$ cat config.mk
export PLATFORM = sky130hd
export DESIGN_NAME = c_like_token_scanner_core_flat
export DESIGN_NICKNAME = d
export VERILOG_FILES = /design/src/hw/rtl/ctsc_pkg.sv /design/src/hw/rtl/ctsc_if.sv /design/src/hw/rtl/ctsc_scan.sv /design/src/hw/rtl/ctsc_res_fifo.sv /design/src/hw/rtl/c_like_token_scanner_core.sv /design/src/flat_wrapper.sv
export SDC_FILE = /design/constraint.sdc
export NUM_CORES = 2
export LEC_CHECK = 0
export BUFFER_PORTS_ARGS = -buffer_cell sky130_fd_sc_hd__buf_4
export CAP_MARGIN = 20
export CORE_MARGIN = 2
export CORE_UTILIZATION = 42
export DETAILED_ROUTE_END_ITERATION = 8
export PLACE_DENSITY_LB_ADDON = 0.08
export RECOVER_POWER = 25
export SLEW_MARGIN = 0
export SYNTH_ARGS = -nofsm -noshare
export SYNTH_HDL_FRONTEND = slang
export SYNTH_SLANG_ARGS = --single-unit
$ cat constraint.sdc
create_clock -name clk_i -period 13.2 [get_ports clk_i]
set_input_delay 2.64 -clock clk_i [delete_from_list [all_inputs] [get_ports clk_i]]
set_output_delay 2.64 -clock clk_i [all_outputs]
set_load 0.02 [all_outputs]
$ cat src/hw/rtl/ctsc_pkg.sv
// ----------------------------------------------------------------------------
// ctsc_pkg
// shared token kinds, character codes and classification helpers
// ----------------------------------------------------------------------------
package ctsc_pkg;

  typedef enum logic [4:0] {
    K_EOF     = 5'd0,
    K_IDENT   = 5'd1,
    K_NUMBER  = 5'd2,
    K_STRING  = 5'd3,
    K_CHAR    = 5'd4,
    K_KEYWORD = 5'd5,
    K_PLUS    = 5'd6,
    K_MINUS   = 5'd7,
    K_STAR    = 5'd8,
    K_SLASH   = 5'd9,
    K_EQ      = 5'd10,
    K_EQEQ    = 5'd11,
    K_NEQ     = 5'd12,
    K_LT      = 5'd13,
    K_LTE     = 5'd14,
    K_GT      = 5'd15,
    K_GTE     = 5'd16,
    K_AND     = 5'd17,
    K_OR      = 5'd18,
    K_NOT     = 5'd19,
    K_ASSIGN  = 5'd20,
    K_SEMI    = 5'd21,
    K_COMMA   = 5'd22,
    K_LPAREN  = 5'd23,
    K_RPAREN  = 5'd24,
    K_LBRACE  = 5'd25,
    K_RBRACE  = 5'd26,
    K_UNKNOWN = 5'd27
  } kind_e;

  localparam logic [7:0] CH_SPACE = 8'h20;
  localparam logic [7:0] CH_TAB   = 8'h09;
  localparam logic [7:0] CH_CR    = 8'h0D;
  localparam logic [7:0] CH_LF    = 8'h0A;
  localparam logic [7:0] CH_SLASH = 8'h2F;
  localparam logic [7:0] CH_STAR  = 8'h2A;
  localparam logic [7:0] CH_DOT   = 8'h2E;
  localparam logic [7:0] CH_DQUOT = 8'h22;
  localparam logic [7:0] CH_SQUOT = 8'h27;
  localparam logic [7:0] CH_BSL   = 8'h5C;
  localparam logic [7:0] CH_BANG  = 8'h21;
  localparam logic [7:0] CH_EQ    = 8'h3D;
  localparam logic [7:0] CH_LT    = 8'h3C;
  localparam logic [7:0] CH_GT    = 8'h3E;
  localparam logic [7:0] CH_AMP   = 8'h26;
  localparam logic [7:0] CH_BAR   = 8'h7C;
  localparam logic [7:0] CH_PLUS  = 8'h2B;
  localparam logic [7:0] CH_MINUS = 8'h2D;
  localparam logic [7:0] CH_SEMI  = 8'h3B;
  localparam logic [7:0] CH_COMMA = 8'h2C;
  localparam logic [7:0] CH_LPAR  = 8'h28;
  localparam logic [7:0] CH_RPAR  = 8'h29;
  localparam logic [7:0] CH_LBRC  = 8'h7B;
  localparam logic [7:0] CH_RBRC  = 8'h7D;

  localparam int unsigned KW_NUM = 9;
  localparam int unsigned KW_MAX_LEN = 6;

  // first byte in the low bits
  localparam logic [47:0] KW_WORD [KW_NUM] = '{
    48'h0000_0000_6669, 48'h0000_6573_6C65, 48'h0000_0072_6F66,
    48'h0065_6C69_6877, 48'h6E72_7574_6572, 48'h0000_0074_6E69,
    48'h0000_7261_6863, 48'h0000_6469_6F76, 48'h7463_7572_7473
  };
  localparam logic [2:0] KW_LEN [KW_NUM] = '{
    3'd2, 3'd4, 3'd3, 3'd5, 3'd6, 3'd3, 3'd4, 3'd4, 3'd6
  };

  function automatic logic is_alpha(logic [7:0] c);
    return (c >= 8'h61 && c <= 8'h7A) || (c >= 8'h41 && c <= 8'h5A) || c == 8'h5F;
  endfunction

  function automatic logic is_digit(logic [7:0] c);
    return c >= 8'h30 && c <= 8'h39;
  endfunction

  function automatic logic kw_match(logic [47:0] w, logic [2:0] len);
    logic hit;
    hit = 1'b0;
    for (int i = 0; i < KW_NUM; i++) begin
      if (w == KW_WORD[i] && len == KW_LEN[i]) hit = 1'b1;
    end
    return hit;
  endfunction

  function automatic kind_e punct_kind(logic [7:0] c);
    kind_e k;
    case (c)
      CH_PLUS:  k = K_PLUS;
      CH_MINUS: k = K_MINUS;
      CH_STAR:  k = K_STAR;
      CH_SEMI:  k = K_SEMI;
      CH_COMMA: k = K_COMMA;
      CH_LPAR:  k = K_LPAREN;
      CH_RPAR:  k = K_RPAREN;
      CH_LBRC:  k = K_LBRACE;
      CH_RBRC:  k = K_RBRACE;
      default:  k = K_UNKNOWN;
    endcase
    return k;
  endfunction

  function automatic kind_e single_op_kind(logic [7:0] h);
    kind_e k;
    case (h)
      CH_BANG: k = K_NOT;
      CH_EQ:   k = K_ASSIGN;
      CH_LT:   k = K_LT;
      CH_GT:   k = K_GT;
      default: k = K_UNKNOWN;
    endcase
    return k;
  endfunction

endpackage

$ cat src/hw/rtl/ctsc_if.sv
// ----------------------------------------------------------------------------
// ctsc_if
// source byte channel and token descriptor channel
// ----------------------------------------------------------------------------
interface ctsc_in_if;
  logic       valid;
  logic       ready;
  logic       mode;
  logic [7:0] source_byte;

  modport source (output valid, output mode, output source_byte, input ready);
  modport sink (input valid, input mode, input source_byte, output ready);
endinterface

interface ctsc_tok_if #(
  parameter int unsigned OFFSET_WIDTH = 32,
  parameter int unsigned COUNT_WIDTH  = 16
);
  logic                    valid;
  logic                    ready;
  logic [4:0]              token_kind;
  logic [OFFSET_WIDTH-1:0] start_offset;
  logic [COUNT_WIDTH-1:0]  token_length;
  logic [COUNT_WIDTH-1:0]  line_number;
  logic [COUNT_WIDTH-1:0]  column_number;
  logic                    last_of_run;

  modport source (output valid, output token_kind, output start_offset,
                  output token_length, output line_number, output column_number,
                  output last_of_run, input ready);
  modport sink (input valid, input token_kind, input start_offset,
                input token_length, input line_number, input column_number,
                input last_of_run, output ready);
endinterface

$ cat src/hw/rtl/ctsc_scan.sv
// ----------------------------------------------------------------------------
// ctsc_scan
// scanner state and the per-beat update that yields up to three tokens
// ----------------------------------------------------------------------------
module ctsc_scan #(
  parameter int unsigned OFFSET_WIDTH = 32,
  parameter int unsigned COUNT_WIDTH  = 16
) (
  input  logic                      clk_i,
  input  logic                      rst_ni,
  input  logic                      acc_i,
  input  logic                      mode_i,
  input  logic [7:0]                byte_i,
  output logic [1:0]                res_cnt_o,
  output logic [3*(5+OFFSET_WIDTH+3*COUNT_WIDTH+1)-1:0] res_o
);
  import ctsc_pkg::*;

  localparam int unsigned OW = OFFSET_WIDTH;
  localparam int unsigned CW = COUNT_WIDTH;
  localparam logic [OW-1:0] OMAX = {OW{1'b1}};
  localparam logic [CW-1:0] CMAX = {CW{1'b1}};
  localparam logic [CW-1:0] C_ONE = CW'(1);

  typedef struct packed {
    logic [4:0]    kind;
    logic [OW-1:0] off;
    logic [CW-1:0] len;
    logic [CW-1:0] line;
    logic [CW-1:0] col;
    logic          last;
  } res_t;

  typedef enum logic [3:0] {
    PH_IDLE, PH_SLASH, PH_LINE, PH_BLOCK, PH_BSTAR, PH_IDENT, PH_NUM,
    PH_NDOT, PH_FRAC, PH_STR, PH_ESC, PH_OP
  } phase_e;

  phase_e        ph_q, ph_d;
  logic [7:0]    held_q, held_d;
  logic [CW-1:0] line_q, line_d, col_q, col_d;
  logic [OW-1:0] off_q, off_d, ts_q, ts_d, doff_q, doff_d;
  logic [CW-1:0] tl_q, tl_d, tc_q, tc_d, len_q, len_d, dcol_q, dcol_d;
  logic [47:0]   kw_q, kw_d;

  res_t       res [3];
  logic [1:0] n;
  logic       do_idle;
  logic       is_kw;
  kind_e      two;

  function automatic res_t mk(kind_e k, logic [OW-1:0] o, logic [CW-1:0] l,
                              logic [CW-1:0] ln, logic [CW-1:0] cl);
    res_t r;
    r.kind = k;
    r.off  = o;
    r.len  = l;
    r.line = ln;
    r.col  = cl;
    r.last = 1'b0;
    return r;
  endfunction

  function automatic logic [CW-1:0] csat(logic [CW-1:0] v);
    return (v == CMAX) ? v : v + C_ONE;
  endfunction

  always_comb begin
    ph_d = ph_q; held_d = held_q; line_d = line_q; col_d = col_q;
    off_d = off_q; ts_d = ts_q; tl_d = tl_q; tc_d = tc_q; len_d = len_q;
    kw_d = kw_q; doff_d = doff_q; dcol_d = dcol_q;
    n = 2'd0;
    do_idle = 1'b0;
    two = K_UNKNOWN;
    for (int i = 0; i < 3; i++) res[i] = '0;
    is_kw = (len_q <= CW'(KW_MAX_LEN)) && kw_match(kw_q, len_q[2:0]);

    if (acc_i) begin
      if (mode_i) begin
        case (ph_q)
          PH_SLASH: begin
            res[n] = mk(K_SLASH, ts_q, C_ONE, tl_q, tc_q); n = n + 2'd1;
          end
          PH_IDENT: begin
            res[n] = mk(is_kw ? K_KEYWORD : K_IDENT, ts_q, len_q, tl_q, tc_q);
            n = n + 2'd1;
          end
          PH_NUM, PH_FRAC: begin
            res[n] = mk(K_NUMBER, ts_q, len_q, tl_q, tc_q); n = n + 2'd1;
          end
          PH_NDOT: begin
            res[n] = mk(K_NUMBER, ts_q, len_q, tl_q, tc_q); n = n + 2'd1;
            res[n] = mk(K_UNKNOWN, doff_q, C_ONE, tl_q, dcol_q); n = n + 2'd1;
          end
          PH_STR, PH_ESC: begin
            res[n] = mk(K_UNKNOWN, ts_q, '0, line_q, col_q); n = n + 2'd1;
          end
          PH_OP: begin
            res[n] = mk(single_op_kind(held_q), ts_q, C_ONE, tl_q, tc_q);
            n = n + 2'd1;
          end
          default: ;
        endcase
        res[n] = mk(K_EOF, off_q, '0, line_q, col_q); n = n + 2'd1;
        ph_d = PH_IDLE; held_d = '0; line_d = C_ONE; col_d = C_ONE;
        off_d = '0; ts_d = '0; tl_d = C_ONE; tc_d = C_ONE; len_d = '0;
        kw_d = '0; doff_d = '0; dcol_d = '0;
      end else begin
        case (ph_q)
          PH_SLASH: begin
            if (byte_i == CH_SLASH) ph_d = PH_LINE;
            else if (byte_i == CH_STAR) ph_d = PH_BLOCK;
            else begin
              res[n] = mk(K_SLASH, ts_q, C_ONE, tl_q, tc_q); n = n + 2'd1;
              do_idle = 1'b1;
            end
          end
          PH_LINE: if (byte_i == CH_LF) ph_d = PH_IDLE;
          PH_BLOCK: if (byte_i == CH_STAR) ph_d = PH_BSTAR;
          PH_BSTAR: begin
            if (byte_i == CH_SLASH) ph_d = PH_IDLE;
            else if (byte_i != CH_STAR) ph_d = PH_BLOCK;
          end
          PH_IDENT: begin
            if (is_alpha(byte_i) || is_digit(byte_i)) begin
              for (int i = 0; i < KW_MAX_LEN; i++) begin
                if (len_q == CW'(i)) kw_d[8*i +: 8] = kw_q[8*i +: 8] | byte_i;
              end
              len_d = csat(len_q);
            end else begin
              res[n] = mk(is_kw ? K_KEYWORD : K_IDENT, ts_q, len_q, tl_q, tc_q);
              n = n + 2'd1;
              do_idle = 1'b1;
            end
          end
          PH_NUM: begin
            if (is_digit(byte_i)) len_d = csat(len_q);
            else if (byte_i == CH_DOT) begin
              doff_d = off_q; dcol_d = col_q; ph_d = PH_NDOT;
            end else begin
              res[n] = mk(K_NUMBER, ts_q, len_q, tl_q, tc_q); n = n + 2'd1;
              do_idle = 1'b1;
            end
          end
          PH_NDOT: begin
            if (is_digit(byte_i)) begin
              len_d = csat(csat(len_q)); ph_d = PH_FRAC;
            end else begin
              res[n] = mk(K_NUMBER, ts_q, len_q, tl_q, tc_q); n = n + 2'd1;
              res[n] = mk(K_UNKNOWN, doff_q, C_ONE, tl_q, dcol_q); n = n + 2'd1;
              do_idle = 1'b1;
            end
          end
          PH_FRAC: begin
            if (is_digit(byte_i)) len_d = csat(len_q);
            else begin
              res[n] = mk(K_NUMBER, ts_q, len_q, tl_q, tc_q); n = n + 2'd1;
              do_idle = 1'b1;
            end
          end
          PH_STR: begin
            if (byte_i == held_q) begin
              res[n] = mk((held_q == CH_DQUOT) ? K_STRING : K_CHAR, ts_q, len_q,
                          line_q, tc_q);
              n = n + 2'd1;
              ph_d = PH_IDLE;
            end else begin
              if (byte_i == CH_BSL) ph_d = PH_ESC;
              len_d = csat(len_q);
            end
          end
          PH_ESC: begin
            len_d = csat(len_q); ph_d = PH_STR;
          end
          PH_OP: begin
            if (byte_i == CH_EQ) begin
              if (held_q == CH_BANG) two = K_NEQ;
              else if (held_q == CH_EQ) two = K_EQEQ;
              else if (held_q == CH_LT) two = K_LTE;
              else if (held_q == CH_GT) two = K_GTE;
            end else if (byte_i == CH_AMP && held_q == CH_AMP) two = K_AND;
            else if (byte_i == CH_BAR && held_q == CH_BAR) two = K_OR;
            if (two != K_UNKNOWN) begin
              res[n] = mk(two, ts_q, CW'(2), tl_q, tc_q); n = n + 2'd1;
              ph_d = PH_IDLE;
            end else begin
              res[n] = mk(single_op_kind(held_q), ts_q, C_ONE, tl_q, tc_q);
              n = n + 2'd1;
              do_idle = 1'b1;
            end
          end
          default: do_idle = 1'b1;
        endcase

        if (do_idle) begin
          ph_d = PH_IDLE;
          if (byte_i == CH_SPACE || byte_i == CH_TAB || byte_i == CH_CR ||
              byte_i == CH_LF) begin
            ph_d = PH_IDLE;
          end else if (byte_i == CH_SLASH) begin
            ts_d = off_q; tl_d = line_q; tc_d = col_q; ph_d = PH_SLASH;
          end else if (is_alpha(byte_i)) begin
            ts_d = off_q; tl_d = line_q; tc_d = col_q; len_d = C_ONE;
            kw_d = {40'd0, byte_i}; ph_d = PH_IDENT;
          end else if (is_digit(byte_i)) begin
            ts_d = off_q; tl_d = line_q; tc_d = col_q; len_d = C_ONE;
            ph_d = PH_NUM;
          end else if (byte_i == CH_DQUOT || byte_i == CH_SQUOT) begin
            ts_d = (off_q == OMAX) ? off_q : off_q + OW'(1);
            tl_d = line_q; tc_d = csat(col_q); len_d = '0;
            held_d = byte_i; ph_d = PH_STR;
          end else if (byte_i == CH_BANG || byte_i == CH_EQ || byte_i == CH_LT ||
                       byte_i == CH_GT || byte_i == CH_AMP || byte_i == CH_BAR) begin
            ts_d = off_q; tl_d = line_q; tc_d = col_q; held_d = byte_i;
            ph_d = PH_OP;
          end else begin
            res[n] = mk(punct_kind(byte_i), off_q, C_ONE, line_q, col_q);
            n = n + 2'd1;
          end
        end

        off_d = (off_q == OMAX) ? off_q : off_q + OW'(1);
        if (byte_i == CH_LF) begin
          line_d = csat(line_q); col_d = C_ONE;
        end else begin
          col_d = csat(col_q);
        end
      end
    end
    if (n != 2'd0) res[n - 2'd1].last = 1'b1;
  end

  assign res_cnt_o = n;
  assign res_o = {res[2], res[1], res[0]};

  always_ff @(posedge clk_i or negedge rst_ni) begin
    if (!rst_ni) begin
      ph_q <= PH_IDLE; held_q <= '0; line_q <= C_ONE; col_q <= C_ONE;
      off_q <= '0; ts_q <= '0; tl_q <= C_ONE; tc_q <= C_ONE; len_q <= '0;
      kw_q <= '0; doff_q <= '0; dcol_q <= '0;
    end else begin
      ph_q <= ph_d; held_q <= held_d; line_q <= line_d; col_q <= col_d;
      off_q <= off_d; ts_q <= ts_d; tl_q <= tl_d; tc_q <= tc_d; len_q <= len_d;
      kw_q <= kw_d; doff_q <= doff_d; dcol_q <= dcol_d;
    end
  end

endmodule

$ cat src/hw/rtl/ctsc_res_fifo.sv
// ----------------------------------------------------------------------------
// ctsc_res_fifo
// four-entry token queue taking up to three tokens per beat
// ----------------------------------------------------------------------------
module ctsc_res_fifo #(
  parameter int unsigned WIDTH = 82
) (
  input  logic               clk_i,
  input  logic               rst_ni,
  input  logic [1:0]         push_cnt_i,
  input  logic [3*WIDTH-1:0] push_data_i,
  output logic               room_o,
  output logic               valid_o,
  input  logic               ready_i,
  output logic [WIDTH-1:0]   data_o
);
  import ctsc_pkg::*;

  logic [WIDTH-1:0] mem_q [4];
  logic [1:0]       wptr_q, rptr_q;
  logic [2:0]       cnt_q;
  logic             pop;

  assign pop     = valid_o && ready_i;
  assign valid_o = (cnt_q != 3'd0);
  assign room_o  = (cnt_q <= 3'd1);
  assign data_o  = mem_q[rptr_q];

  always_ff @(posedge clk_i) begin
    for (int i = 0; i < 3; i++) begin
      if (2'(i) < push_cnt_i) mem_q[wptr_q + 2'(i)] <= push_data_i[WIDTH*i +: WIDTH];
    end
  end

  always_ff @(posedge clk_i or negedge rst_ni) begin
    if (!rst_ni) begin
      wptr_q <= '0;
      rptr_q <= '0;
      cnt_q  <= '0;
    end else begin
      wptr_q <= wptr_q + push_cnt_i;
      rptr_q <= rptr_q + {1'b0, pop};
      cnt_q  <= cnt_q + {1'b0, push_cnt_i} - {2'b0, pop};
    end
  end

endmodule

$ cat src/hw/rtl/c_like_token_scanner_core.sv
// ----------------------------------------------------------------------------
// c_like_token_scanner_core
// streaming scanner for a small c-like language
// ----------------------------------------------------------------------------
// Takes one source byte per beat and a final end beat, and emits token
// descriptors (kind, start offset, length, line, column). The tokens of a byte,
// at most three, enter a four-entry queue and leave one per cycle while the
// output is ready. Input is taken while the queue holds at most one token, so a
// stream giving one token per byte runs at one byte per cycle when the
// output is not stalled. The end beat flushes the open token, emits eof and
// returns the scanner to its reset state.
module c_like_token_scanner_core #(
  parameter int unsigned OFFSET_WIDTH = 32,
  parameter int unsigned COUNT_WIDTH  = 16
) (
  input logic            clk_i,
  input logic            rst_ni,
  ctsc_in_if.sink        src_i,
  ctsc_tok_if.source     tok_o
);
  import ctsc_pkg::*;

  localparam int unsigned RW = 5 + OFFSET_WIDTH + 3 * COUNT_WIDTH + 1;

  logic          acc;
  logic          room;
  logic [1:0]    res_cnt;
  logic [3*RW-1:0] res;
  logic [RW-1:0] head;

  assign src_i.ready = room;
  assign acc = src_i.valid && room;

  ctsc_scan #(
    .OFFSET_WIDTH(OFFSET_WIDTH),
    .COUNT_WIDTH (COUNT_WIDTH)
  ) u_scan (
    .clk_i    (clk_i),
    .rst_ni   (rst_ni),
    .acc_i    (acc),
    .mode_i   (src_i.mode),
    .byte_i   (src_i.source_byte),
    .res_cnt_o(res_cnt),
    .res_o    (res)
  );

  ctsc_res_fifo #(
    .WIDTH(RW)
  ) u_fifo (
    .clk_i      (clk_i),
    .rst_ni     (rst_ni),
    .push_cnt_i (res_cnt),
    .push_data_i(res),
    .room_o     (room),
    .valid_o    (tok_o.valid),
    .ready_i    (tok_o.ready),
    .data_o     (head)
  );

  assign {tok_o.token_kind, tok_o.start_offset, tok_o.token_length,
          tok_o.line_number, tok_o.column_number, tok_o.last_of_run} = head;

endmodule

$ cat src/flat_wrapper.sv
// flat-port wrapper written by rule: the top's interface ports become plain ports
module c_like_token_scanner_core_flat import ctsc_pkg::*;
#(
  parameter int unsigned OFFSET_WIDTH = 32,
  parameter int unsigned COUNT_WIDTH  = 16
)
  (clk_i, rst_ni, src_i_valid, src_i_mode, src_i_source_byte, src_i_ready, tok_o_valid, tok_o_token_kind, tok_o_start_offset, tok_o_token_length, tok_o_line_number, tok_o_column_number, tok_o_last_of_run, tok_o_ready);
  ctsc_in_if src_i_i ();
  ctsc_tok_if #(.OFFSET_WIDTH(OFFSET_WIDTH), .COUNT_WIDTH(COUNT_WIDTH)) tok_o_i ();
  input logic clk_i;
  input logic rst_ni;
  input wire logic [$bits(src_i_i.valid)-1:0] src_i_valid;
  input wire logic [$bits(src_i_i.mode)-1:0] src_i_mode;
  input wire logic [$bits(src_i_i.source_byte)-1:0] src_i_source_byte;
  output wire logic [$bits(src_i_i.ready)-1:0] src_i_ready;
  output wire logic [$bits(tok_o_i.valid)-1:0] tok_o_valid;
  output wire logic [$bits(tok_o_i.token_kind)-1:0] tok_o_token_kind;
  output wire logic [$bits(tok_o_i.start_offset)-1:0] tok_o_start_offset;
  output wire logic [$bits(tok_o_i.token_length)-1:0] tok_o_token_length;
  output wire logic [$bits(tok_o_i.line_number)-1:0] tok_o_line_number;
  output wire logic [$bits(tok_o_i.column_number)-1:0] tok_o_column_number;
  output wire logic [$bits(tok_o_i.last_of_run)-1:0] tok_o_last_of_run;
  input wire logic [$bits(tok_o_i.ready)-1:0] tok_o_ready;
  assign src_i_i.valid = src_i_valid;
  assign src_i_i.mode = src_i_mode;
  assign src_i_i.source_byte = src_i_source_byte;
  assign src_i_ready = src_i_i.ready;
  assign tok_o_valid = tok_o_i.valid;
  assign tok_o_token_kind = tok_o_i.token_kind;
  assign tok_o_start_offset = tok_o_i.start_offset;
  assign tok_o_token_length = tok_o_i.token_length;
  assign tok_o_line_number = tok_o_i.line_number;
  assign tok_o_column_number = tok_o_i.column_number;
  assign tok_o_last_of_run = tok_o_i.last_of_run;
  assign tok_o_i.ready = tok_o_ready;
  c_like_token_scanner_core #(.OFFSET_WIDTH(OFFSET_WIDTH), .COUNT_WIDTH(COUNT_WIDTH)) u_core (.clk_i(clk_i), .rst_ni(rst_ni), .src_i(src_i_i), .tok_o(tok_o_i));
endmodule
# == After elaboration in Yosys (flattened, before gate mapping) ==
# Memories as Yosys holds them, arrays and structs flattened.
# Index checks and enable logic that the tools add are counted.
# classes
add_sub_neg,14
reduce_logical,53
order_cmp,17
eq_ne,84
muxes,207
bitwise_logic,9
# ops
op,n
two-way mux 258 bit,10
two-way mux 86 bit,13
bitwise mux 258 bit,3
two-way mux 16 bit,39
case mux 86 bit (7 select lines),1
demux 86 bit (select 2 bit),3
two-way mux 32 bit,14
case mux 86 bit (5 select lines),1
two-way mux 48 bit,7
two-way mux 83 bit,3
"equality test 8 x 6 -> 1 bit, second input constant",23
two-way mux 85 bit,2
two-way mux 169 bit,1
two-way mux 84 bit,2
"equality test 48 x 31 -> 1 bit, second input constant",3
two-way mux 8 bit,14
"equality test 48 x 23 -> 1 bit, second input constant",2
"equality test 48 x 47 -> 1 bit, second input constant",2
two-way mux 4 bit,23
two-way mux 5 bit,16
case mux 16 bit (5 select lines),1
"adder 16 x 1 -> 16 bit, second input constant",4
"equality test 16 bit, second input constant",4
"equality test 48 x 15 -> 1 bit, second input constant",1
62 further kinds,192
# word_totals
out_inout_bits,88
ff_bits,259
ramBits,344
word_cells,400
memories,1
# mem_list
memory,depth,width,rd,rd_ports_with_merged_regs,write_ports,line,text
u_core.u_fifo.mem_q,4,86,1,0,3,ctsc_res_fifo.sv:19,logic [WIDTH-1:0] mem_q [4];

# == Longest topological paths before layout ==
# logic_depth
depth_word,29
depth_mapped,16
ltp_nobuf,14

# == By module ==
# A second synthesis with hierarchy kept.
# hier_totals
cells_unflattened,4962
hier_area_um2,41347.2
# modules_own_cells
module,instances,area_each_um2,seq_area_each_um2,cells_per_inst
ctsc_scan,1,21279.2,6311.1,2930
ctsc_res_fifo,1,20061.7,10505.1,2031
c_like_token_scanner_core,1,6.3,0.0,1

# == Worst setup path after synthesis ==
# OpenSTA, ideal clock, no wires.
# synth_path
path_kind,input -> register
from,in src_i_source_byte[4]
to,"mem u_core.u_fifo.mem_q[0][0] in the netlist's numbering, enable pin"
path_stages,12
path_slack_ns,0.815
setup_time_ns,0.667
arrival_ns,11.718
path_cell_list,buf_2 -> or4b_1 -> clkbuf_1 -> o31a_1 -> o211ai_2 -> nand4b_1 -> ha_1 -> inv_1 -> a221oi_4 -> nor2_1 -> o21ai_0 -> a221oi_1
# synth_lines
item,line,text
start: declaration,flat_wrapper.sv:14,input wire logic [$bits(src_i_i.source_byte)-1:0] src_i_source_byte;
end: declaration,ctsc_res_fifo.sv:19,

==> out/qor.yml <==
clocking:
  cts.repair_timing.setup_buffer_count: 0
  clk-insertion-delay-late_ns: 0.65
  tritoncts.num_buffers: 74
  cts-root-buf: "sky130_fd_sc_hd__clkbuf_16"
  clkTransAtPathRegs_ns: 0.06
  tritoncts: "yes"
  post_cts_resized: 0
  ctsHoldBuffers: 0
  clock-sinks: 603
  cts_max_level: 3
  cts-root-to-sink-buffers: 3
synthesis:
  netlist_area_um2: 38800
  yosys_register_bits: 603
  synth_async_sr_flop_share: 0.430
  synth_seq_area_share: 0.434
  netlist_instances: 4182
  synthTopCellsByArea: "sky130_fd_sc_hd__edfxtp_1 27%, sky130_fd_sc_hd__dfrtp_1 16%, sky130_fd_sc_hd__nand2_1 5.5%, sky130_fd_sc_hd__mux4_2 5.0%, sky130_fd_sc_hd__nand3_1 4.9%"
  synth_enable_flop_cells: 344
  netlist.area_leader.share: 0.267
  yosys_most_used_dff: "sky130_fd_sc_hd__edfxtp_1"
  synth_top_cell_by_area: "sky130_fd_sc_hd__edfxtp_1"
  synth.yosys.warnings: 0
  synth.distinct_cells: 98
  average_cell_area_after_synthesis_um2: 9.27
  synth.net_count: 4217
die:
  floorplan.initialDensity: 0.423
  placementRows: 111
  die_ht_um: 308
  floorplan.core_area_um2: 91500
  die_area_um2: 94700
  ios: 101
  floorplan.die.width_um: 308
layout:
  final_net_count: 4012
  layout-drive-gt1-share: 0.114
  multi_input_comb_area_um2: 20100
  sequential_cell_area_um2: 16800
  final_core_utilization: 0.461
  most_common_cell_after_layout_fill_and_taps_aside: "sky130_fd_sc_hd__nand2_1"
  nFillCells: 8719
  area_delta_synth_final_pct: 8.94
  antenna_cells_inserted: 0
  mostFrequentLayoutCells: "568 x sky130_fd_sc_hd__nand2_1, 377 x sky130_fd_sc_hd__nand3_1, 344 x sky130_fd_sc_hd__edfxtp_1, 254 x sky130_fd_sc_hd__dfrtp_1, 249 x sky130_fd_sc_hd__nor2_1"
setup_path:
  timing.critical_path.required_ns: 13.56
  critical_path_class: "in2reg"
  end_kind: "flip-flop"
  worst_setup_path_start_kind: "input pin"
  critical_path_peak_fanout: 64
  cp.arrival_ns: 10.04
  critical_path.cell_chain: "clkbuf_1 > nand2_1 > clkbuf_1 > a21oi_1 > nand2_1 > nor3_4 > buf_4 > nor2_4 > buf_4 > a221oi_1"
  timing.critical_path.slowest_stage_cell: "sky130_fd_sc_hd__clkbuf_1"
  crit_path_largest_cell_delay_ns: 2.55
grt:
  pin_count_of_the_biggest_net_entering_global_routing: 90
  grtUsageTotal: 0.303
  met2_usage: 0.467
  globalRoute.totalOverflow: 0
  antenna_found_initial: 1
  grt_pass1_vias: 32900
  grt_first_pass_wirelength_um: 218000
  use_met1: 0.439
  top_usage_layer: "met2"
  met3_usage: 0.0456
power:
  total_leakage_power_nw: 15.5
  powerDensity_nw_per_um2: 170
  ir_worst_vdd_mv: 0.0959
sta:
  relSlewSlack: -2.56
  final.setup.tns_ns: 0
  drv_slew: 405
  period_share: 0.733
  clock_skew_ns: 0.0216
  grt_setup_unrepaired: "no"
  finalCriticalPeriod_ns: 9.68
  setup_viol_count_final: 0
  clock.fmax_mhz: 103
  tightest_slew_ns: 5.35
  timing.final.hold_violations: 0
route:
  drtPass1Iterations: 6
  drc: 0
  drt_iter0_drc: 4503
  post_drt_wl_per_cell_um: 27.9
  antenna_violating_nets_left: 0
  post_drt_via_cell_ratio: 6.76
  wirelength_um: 146000
  route.vias.total: 35300
place:
  port-buffer-count: 100
  post-dp-hpwl_um: 87700
  gp_congestion: 0.917
outcome:
  violations: "max-capacitance violations, max-slew violations"
  status: "complete, but fails checks"
run:
  max_cap_viol_count: 7
min_path:
  min_path_type: "reg2reg"
[path summary, 6_finish.rpt]
path	from	to	slack [ns]	cells past startpoint
worst max-delay path	src_i_valid	u_core.u_fifo.mem_q[0][80]	3.52	10
worst min-delay path	u_core.u_scan.kw_q[15]	u_core.u_scan.kw_q[15]	0.48	1
max in group asynchronous	rst_ni	u_core.u_scan.doff_q[17]	4.80	2
worst max register to register	u_core.u_fifo.cnt_q[2]	u_core.u_fifo.mem_q[0][80]	5.17	10
worst min register to register	u_core.u_scan.kw_q[15]	u_core.u_scan.kw_q[15]	0.48	1
min in group asynchronous	rst_ni	u_core.u_scan.kw_q[14]	3.94	1
[report_power, final]
part / total [mW] / internal [mW] / switching [mW] / leakage, nW
Clock: 1.99 / 1.14 / 0.851 / 1.13
Combinational: 2.68 / 0.860 / 1.82 / 7.60
Sequential: 2.52 / 2.28 / 0.244 / 6.74
[logic make-up (layout without fill, tap and decap cells)]
| kind of cell | after synthesis | count (layout) | synth area share |
|---|---|---|---|
| flip-flops | 603 | 603 | 0.434 |
| AND/OR/NAND/NOR | 1720 | 1720 | 0.215 |
| adder cells (fa/ha/maj) | 25 | 25 | 0.00807 |
| AO/OA/AOI/OAI | 1141 | 1141 | 0.217 |
| buffers and inverters | 506 | 363 | 0.0524 |
| XOR/XNOR | 74 | 74 | 0.0167 |
| multiplexers | 113 | 113 | 0.0571 |
[layout make-up]
class                      count  area share
timing repair buffer         187      0.0314
clock inverter                32     0.00649
sequential                   603       0.398
inverter                      38     0.00350
clock buffer                 106      0.0484
multi-input combinational   3073       0.477
tap                         1186      0.0351
[synthesized netlist by cell type, types with 18 or more instances]
cell                       instances
sky130_fd_sc_hd__nor3_1          104
sky130_fd_sc_hd__mux4_2           86
sky130_fd_sc_hd__xor2_1           44
sky130_fd_sc_hd__clkbuf_1        365
sky130_fd_sc_hd__a22oi_1          36
sky130_fd_sc_hd__nand2_1         572
sky130_fd_sc_hd__and2_1           25
sky130_fd_sc_hd__buf_1            24
sky130_fd_sc_hd__nor4_1           23
sky130_fd_sc_hd__a21o_1           23
sky130_fd_sc_hd__xnor2_1          30
sky130_fd_sc_hd__a221oi_1        106
sky130_fd_sc_hd__nand2b_1         18
sky130_fd_sc_hd__a31oi_1          40
sky130_fd_sc_hd__a21oi_1         158
sky130_fd_sc_hd__o21ai_0         238
sky130_fd_sc_hd__o211ai_1         44
sky130_fd_sc_hd__edfxtp_1        344
sky130_fd_sc_hd__nor2b_1          21
sky130_fd_sc_hd__nor2_1          252
sky130_fd_sc_hd__inv_1            35
sky130_fd_sc_hd__nand4_1          40
sky130_fd_sc_hd__a22o_1           23
sky130_fd_sc_hd__o31ai_1          21
sky130_fd_sc_hd__a311oi_1         52
sky130_fd_sc_hd__ha_1             21
sky130_fd_sc_hd__nand3_1         380
sky130_fd_sc_hd__buf_2            73
sky130_fd_sc_hd__a211o_1          50
sky130_fd_sc_hd__a221o_1          37
sky130_fd_sc_hd__dfrtp_1         255
sky130_fd_sc_hd__and3_1          180
sky130_fd_sc_hd__mux2i_1          21
sky130_fd_sc_hd__o221ai_1        188
[metrics by stage]
stage	hold slack [ns]	instance area, um2	cells	total power [mW]	setup WS [ns]
after global placement	0.460	40000	5085	5.19	5.36
final	0.481	42200	5225	7.20	3.52
after detailed placement	0.465	40000	5086	5.21	5.19
after CTS	0.478	42300	5224	7.20	5.88
after global routing	0.503	42200	5225	7.46	3.26
after floorplan	0.443	38800	4182	4.10	0.815
[registers in the layout (all words and copies together), names as in the netlist]
name and flops:
u_core.u_scan.off_q 32, u_core.u_fifo.rptr_q 2, u_core.u_scan.line_q 16, u_core.u_scan.tl_q 16
u_core.u_scan.doff_q 32, u_core.u_scan.ts_q 32, u_core.u_scan.tc_q 16, u_core.u_fifo.wptr_q 2
u_core.u_scan.held_q 8, u_core.u_scan.col_q 16, u_core.u_scan.kw_q 48, u_core.u_fifo.mem_q 344
u_core.u_scan.dcol_q 16, u_core.u_scan.ph_q 4, u_core.u_scan.len_q 16, u_core.u_fifo.cnt_q 3
[worst max-delay path: cells and delay by family]
kind,cells,cell delay (ns)
buffers and inverters,4,3.78
AND/OR/NAND/NOR,4,3.10
AO/OA/AOI/OAI,2,0.49
[layer usage]
layer,up-vias,part of all wire
met3,252,0.087
met1,17500,0.44
li1,15700,-
met2,1835,0.45
met5,-,0
met4,0,0.025
No activity file was read; power rests on OpenSTA's default activity.
